===== src/hdl/gge_pkg.sv =====
`default_nettype none
package gge_pkg;
  localparam int POP_SIZE_DEF   = 32;
  localparam int GENE_COUNT_DEF = 20;
  localparam logic [7:0] TARGET_RESET = 8'd50;
  localparam logic [5:0] ELITE_RESET  = 6'd3;
  localparam logic [2:0] MODE_LOAD = 3'd0;
  localparam logic [2:0] MODE_EVAL = 3'd1;
  localparam logic [2:0] MODE_BREED = 3'd2;
  localparam logic [2:0] MODE_ADV = 3'd3;
  localparam logic [2:0] MODE_READ = 3'd4;
  localparam logic CFG_TARGET = 1'b0;
  localparam logic CFG_ELITE  = 1'b1;

  // controller -> datapath commands
  typedef struct packed {
    logic clr;        // clear accumulators / start item
    logic src_rd;     // issue gene read from current bank
    logic acc;        // accumulate returned gene into sum
    logic fit_wr;     // store fitness of current chromosome
    logic wr_next;    // write returned gene into next bank
    logic wr_cur;     // load gene into current bank
    logic swap;       // flip banks and reset ranks
    logic rank_init;  // ranks to identity
    logic sort_step;  // one compare-swap of the sort sweep
    logic done;       // latch the result
  } gge_cmd_t;

  typedef struct packed {
    logic last_gene;
    logic last_indiv;
    logic sort_done;
    logic reject;
  } gge_sts_t;
endpackage
`default_nettype wire


===== src/hdl/gge_ctrl.sv =====
`default_nettype none
module gge_ctrl (
  input  wire logic                clk,
  input  wire logic                rst,
  input  wire logic                in_valid,
  output logic                     in_stall,
  output logic                     out_valid,
  input  wire logic                out_stall,
  input  wire logic [2:0]          mode,
  output gge_pkg::gge_cmd_t        cmd,
  input  wire gge_pkg::gge_sts_t   sts
);
  import gge_pkg::*;
  localparam logic [3:0] S_IDLE  = 4'd0;
  localparam logic [3:0] S_EVRD  = 4'd1;
  localparam logic [3:0] S_EVWT  = 4'd2;
  localparam logic [3:0] S_EVACC = 4'd3;
  localparam logic [3:0] S_SORT  = 4'd4;
  localparam logic [3:0] S_CPRD  = 4'd5;
  localparam logic [3:0] S_CPWT  = 4'd6;
  localparam logic [3:0] S_CPWR  = 4'd7;
  localparam logic [3:0] S_RDWT  = 4'd8;
  localparam logic [3:0] S_FIN   = 4'd9;

  logic [3:0] state, state_next;
  logic [2:0] mode_r;
  logic       accept;
  assign accept = in_valid && !in_stall;
  // one item in flight; output register holds until taken
  assign in_stall = (state != S_IDLE) || out_valid;

  always_ff @(posedge clk) begin
    if (rst) begin
      state <= S_IDLE;
      out_valid <= 1'b0;
      mode_r <= MODE_LOAD;
    end else begin
      state <= state_next;
      if (accept) mode_r <= mode;
      if (cmd.done) out_valid <= 1'b1;
      else if (out_valid && !out_stall) out_valid <= 1'b0;
    end
  end

  always_comb begin
    cmd = '0;
    state_next = state;
    case (state)
      S_IDLE: if (accept) begin
        cmd.clr = 1'b1;
        case (mode)
          MODE_LOAD: begin
            cmd.wr_cur = 1'b1;
            cmd.done = 1'b1;
          end
          MODE_READ: begin
            cmd.src_rd = 1'b1;
            state_next = S_RDWT;
          end
          MODE_EVAL: state_next = S_EVRD;
          MODE_BREED: state_next = sts.reject ? S_FIN : S_CPRD;
          MODE_ADV: state_next = S_CPRD;
          default: cmd.done = 1'b1;
        endcase
      end
      // gene read at accept is on the RAM output now
      S_RDWT: begin
        cmd.done = 1'b1;
        state_next = S_IDLE;
      end
      S_EVRD: begin
        cmd.src_rd = 1'b1;
        state_next = S_EVWT;
      end
      S_EVWT: state_next = S_EVACC;
      S_EVACC: begin
        cmd.acc = 1'b1;
        if (sts.last_gene) begin
          cmd.fit_wr = 1'b1;
          if (sts.last_indiv) begin
            cmd.rank_init = 1'b1;
            state_next = S_SORT;
          end else begin
            state_next = S_EVRD;
          end
        end else begin
          state_next = S_EVRD;
        end
      end
      S_SORT: begin
        cmd.sort_step = 1'b1;
        if (sts.sort_done) state_next = S_FIN;
      end
      S_CPRD: begin
        if (sts.last_indiv) begin
          // nothing (left) to copy
          if (mode_r == MODE_ADV) cmd.swap = 1'b1;
          state_next = S_FIN;
        end else begin
          cmd.src_rd = 1'b1;
          state_next = S_CPWT;
        end
      end
      S_CPWT: state_next = S_CPWR;
      S_CPWR: begin
        cmd.wr_next = 1'b1;
        state_next = S_CPRD;
      end
      S_FIN: begin
        cmd.done = 1'b1;
        state_next = S_IDLE;
      end
      default: state_next = S_IDLE;
    endcase
  end
endmodule
`default_nettype wire


===== config.mk =====
export PLATFORM = sky130hd
export DESIGN_NAME = gge_ctrl
export DESIGN_NICKNAME = d
export VERILOG_FILES = /design/src/hdl/gge_pkg.sv /design/src/hdl/gge_ctrl.sv
export SDC_FILE = /design/constraint.sdc
export NUM_CORES = 1
export LEC_CHECK = 0
export ABC_CLOCK_PERIOD_IN_PS = 2600
export BUFFER_PORTS_ARGS = -buffer_cell sky130_fd_sc_hd__buf_2
export CAP_MARGIN = 20
export CORE_AREA = 2 2 39 41
export DETAILED_ROUTE_END_ITERATION = 12
export DIE_AREA = 0 0 41 43
export GPL_TIMING_DRIVEN = 0
export PLACE_DENSITY = 0.74
export SLEW_MARGIN = 20
export SYNTH_ARGS = -nofsm -noshare
export SYNTH_HDL_FRONTEND = slang
export SYNTH_SLANG_ARGS = --single-unit

===== constraint.sdc =====
create_clock -name clk -period 2.6 [get_ports clk]
set_input_delay 0 -clock clk [delete_from_list [all_inputs] [get_ports clk]]
set_output_delay 0 -clock clk [all_outputs]
set_load 0.01 [all_outputs]

Word-level counts from Yosys, hierarchy flattened --
Index checks and enable logic that the tools add are counted.
Operators by class: equality and inequality tests 17, mux-type cells 31, reduce and logical (&&, ||, !) cells 12
Operator list (count):
- $pmux 4 s8 | 1
- $mux 1 | 19
- $eq 4x3->1 const B | 4
- $mux 4 | 4
- $pmux 4 s4 | 1
- $eq 3x2->1 const B | 3
- $eq 4x2->1 const B | 2
- $eq 4x4->1 const B | 2
- $mux 3 | 2
- $ne 5x1->1 const B | 1
- $eq 4x1->1 const B | 1
- $logic_not 4->1 | 1
- $mux 2 | 2
- $ne 2x2->1 const B | 2
- $reduce_bool 4->1 | 1
- $reduce_or 4->1 | 1
- $eq 3x1->1 const B | 1
- $eq 3x3->1 const B | 1
- $logic_not 3->1 | 1
- $pmux 1 s3 | 1
- $reduce_and 3->1 | 1
- $logic_and 1x1->1 | 2
- $logic_not 1->1 | 2
- $pmux 1 s2 | 1
- other kinds (3) | 3
Word-level totals: bits in registers 8, output and inout bits 12, logic and storage cells 63

Longest topological paths before layout --
word-level depth 7, mapped depth 5, gate-level depth less buffers 4

Worst setup path before layout --
No wires, ideal clock.
kind register to register, start register state[2], end register state[3], library setup time 0.121 ns, data arrival time 1.292 ns, data required time 2.479 ns, slack 1.187 ns, stages on the path, launching flop included 6, cells stage by stage dfxtp_1 > buf_2 > inv_1 > nor4_1 > a221o_2 > nor3_1
Between the ends: cells in the longest elaborated chain, start to end 6, elaborated cells between the ends (all ways) 17
RTL lines:
- from (decl) | RTL line gge_ctrl.sv:25 | logic [3:0] state, state_next;
- from (signal assigned) | RTL line gge_ctrl.sv:38 | state <= state_next;
- $reduce_bool 4->1 | RTL line gge_ctrl.sv:30 | assign in_stall = (state != S_IDLE) || out_valid;
- $logic_or 1x1->1 | RTL line gge_ctrl.sv:30
- $logic_not 1->1 | RTL line gge_ctrl.sv:28 | assign accept = in_valid && !in_stall;
- $logic_and 1x1->1 | RTL line gge_ctrl.sv:28
- $ne 2x2->1 (no line)
- $reduce_and 3->1 (no line)
Parallel ways exist; a longest one is shown, timed or not. A chain may end at the register's enable or synchronous reset.

==> reports/qor_table.md <==
| Metric | This run |
|:---|:---|
| Sort of element at the end of the critical path | output port |
| Syn avg cell area | 8.18 um2 |
| Share of power burned in the clock network | 25.1% |
| Adder and majority gate portion of the synthesized area | 0% |
| Routed wirelength normalized by instance count | 11.3 um |
| Switching power share of the total | 32.4% |
| Proportion of register bits with asynchronous set or reset after synthesis | 0% |
| Synthesized instance count | 69 |
| Minimum clock period | 1.72 ns |
| Crit start category | register |
| Number of search-and-repair iterations in the first detailed-routing pass | 4 |
| Later-pin clock latency in the skew report | 0.25 ns |
| Count of pins over their slew limit | 0 |
| Status | finished clean |
| Sequential Power Share | 37.1% |
| Primary FF master, synth | dfxtp_1 |
| Total number of yosys warnings | 0 |
| Antenna violation net count after detailed routing | 0 |
| Number of enable-type register cells in the synthesized netlist | 0 |
| Max stage delay on crit path | 0.37 ns |
| Slew Limit Headroom | 77.1% |
| Standby leakage power | 0.373 nW |
| HPWL after DPL | 996 um |
| Number of H-tree levels | 1 |
| Cell at the slowest stage of the critical path | nor4_4 |
| Placed instance count | 107 |
| Area fraction of the dominant cell type after synthesis | 28.4% |
| Number of library cell types mapped by synthesis | 33 |
| Congestion Overflow GR | 0 |
| Cts repair resizes | 0 |
| Final period util | 66.0% |
| Synth Net Count | 80 |
| Hold Path Class | in2reg |
| GRT Total Usage | 16.9% |
| Buffers from clock root to sink, at most | 2 |
| Core outline area | 0.00138 mm2 |
| Pre-CTS worst setup slack | 1.15 ns |
| FP Rows | 14 |
| Vertical extent of the die | 43 um |
| Main combinational cell family by area after synthesis | simple AND/OR/NAND/NOR gates |
| CTS root buffer | clkbuf_4 |
| Routed wire length | 1250 um |
| Top post-synthesis cells by area | dfxtp_1 (28%), mux2i_1 (7.1%), nor2_1 (5.3%) |
| Maximum number of pins on one net before global-route repair | 11 |
| Transition at the pin with the smallest max-transition slack | 0.341 ns |
| Area occupied by registers | 160 um2 |
| Final clock skew | 0.00969 ns |
| Final Hold Violating Endpoints | 0 |
| Setup repair after global routing missed its margin | no |
| Clock transition at the registers of the reported paths | 0.06 ns |
| Final WS setup | 0.884 ns |
| Proportion of synthesized chip area in sequential cells | 28.4% |
| Highest-count cells in the layout ignoring fill and taps | buf_2 (24), nor2_1 (8), dfxtp_1 (8), nand2_1 (5) |
| Via count of the first global-routing pass | 515 |
| Number of nets in the finished design | 108 |
| Synth Area in Compound Gates | 21.7% |
| Number of CTS-inserted buffers | 3 |
| Max_cap viols | 0 |
| RR Startpoint | state[0] |
| Most common library cell in the layout ignoring fill and taps | buf_2 |
| Fraction of layout cells with a size suffix above 1 | 34.7% |
| Global placement routability congestion | 0.788 |
| Total of flip-flops plus latches after synthesis | 8 |
| Internal | 0.257 mW |
| Net switching power figure | 0.123 mW |
| Post-synthesis instance area | 564 um2 |
| Final count of negative-setup-slack endpoints | 0 |
| Area of the multi-input gates | 360 um2 |
| Number of fillers in the final layout | 137 |
| Diodes inserted | 0 |
| Input/output buffers | 22 |
| Initial Util | 40.8% |
| Pwr per Cell Area | 524 mW/mm2 |
| Global-route wire length before repair | 2050 um |
| Relative area change from synthesis to final layout | 28.8% |
| Worst path cell trace | buf_4 -> nor4_4 -> nand3b_2 -> inv_1 -> a32o_1 -> buf_2 |
| Worst setup path category | reg2out |
| Share of the synthesized netlist area taken by xor and xnor gates | 0% |
| Arrival time reported for the critical path endpoint | 1.72 ns |
| Initial DRC count | 8 |
| Post-synthesis mux area share | 7.10% |
| Die Width | 41 um |
| Worst vdd ir | 321 uV |
| CTS tree | yes |
| Initial antenna violation count | 0 |
| Combinational fraction of design power | 37.9% |
| I/O pin count | 23 |
| Critical path startpoint | state[0] |
| CTS sink cnt | 8 |
| Share of synthesized cell area in and, or, nand and nor gates | 35.0% |
| Setup TNS after final layout | 0 ns |
| Post-synthesis cell type with the largest combined area | dfxtp_1 |
| Remaining design rule violation count | 0 |
| Average via count per standard cell | 5.19 |
| Highest achievable clock rate | 0.583 GHz |
| Maximum fanout along the worst path | 7 |
| Required arrival time at the worst endpoint | 2.60 ns |
| Filler-free cell count of the finished design | 111 |
| Launch point of the worst hold path | out_stall |
| Total via count in the routed design | 576 |
| Die Area | 0.00176 mm2 |
| Register-to-register setup slack | 1.15 ns |
| End-of-flow core utilization | 52.5% |
==> repair_timing <==
item / in CTS / in global routing
hold buffers: 1 / 0
hold endpoints to repair: 4 / 0
setup buffers: 0 / 0
==> registers in the layout, summed over array words and instances (netlist names) <==
register	flops
state	4
mode_r	3
out_valid	1
==> through the flow <==
stage	power, mW	hold slack [ns]	instance area [um2]
2_1_floorplan	0.243	0.0504	564
3_3_place_gp	0.286	0.248	694
3_5_place_dp	0.287	0.250	694
4_1_cts	0.385	0.0639	727
5_1_grt	0.409	0.0763	727
6_report	0.381	0.0639	727
==> cell usage after synthesis, drive strengths merged (2+ instances only) <==
| cell type | instances |
|---|---|
| nor3 | 2 |
| and2 | 3 |
| buf | 4 |
| and2b | 2 |
| and4b | 2 |
| nand2 | 5 |
| inv | 4 |
| nor2 | 8 |
| mux2i | 4 |
| o21ai | 4 |
| dfxtp | 8 |
| a21oi | 4 |
| nor4 | 3 |
==> layout make-up <==
type	instances	area share, %
clock buffer	3	3.10
inverter	4	2.07
sequential	8	22.0
timing repair buffer	23	16.5
tap	16	2.75
buffer	4	3.96
multi-input combinational	53	49.6
==> worst paths after layout <==
check              endpoint  cells after the start
hold / removal    out_valid                      3
hold reg to reg   mode_r[1]                      2
setup reg to reg  out_valid                      5
setup / recovery     cmd[8]                      6
==> routing by layer <==
layer	vias to the layer above	share of wire (%)	global-route usage, %	routed length [um]
li1	302	-	-	-
met1	256	44	20.8	555
met2	16	49	25.9	614
met3	2	5.3	3.14	66
met4	0	1.0	10.0	13
met5	-	0	0	0
==> logic make-up after synthesis <==
kind of cell,Yosys count
compound gates,17
simple gates,32
buf+inv,8
flops,8
mux,4
==> power groups by stage <==
stage,Sequential [mW],Combinational [mW],Clock (mW)
5_1_grt,0.143,0.158,0.108
3_5_place_dp,0.144,0.143,0
3_3_place_gp,0.144,0.142,0
6_report,0.141,0.144,0.0955
2_1_floorplan,0.144,0.0991,0
4_1_cts,0.141,0.145,0.0995
==> critical path: cells and delay by family, from the launching register on <==
kind | cells | cell delay [ns]
AND/OR/NAND/NOR | 2 | 0.60
buffers and inverters | 3 | 0.39
flip-flops | 1 | 0.30
AO/OA/AOI/OAI | 1 | 0.17
Note: power is estimated with default switching activity, not from simulation.
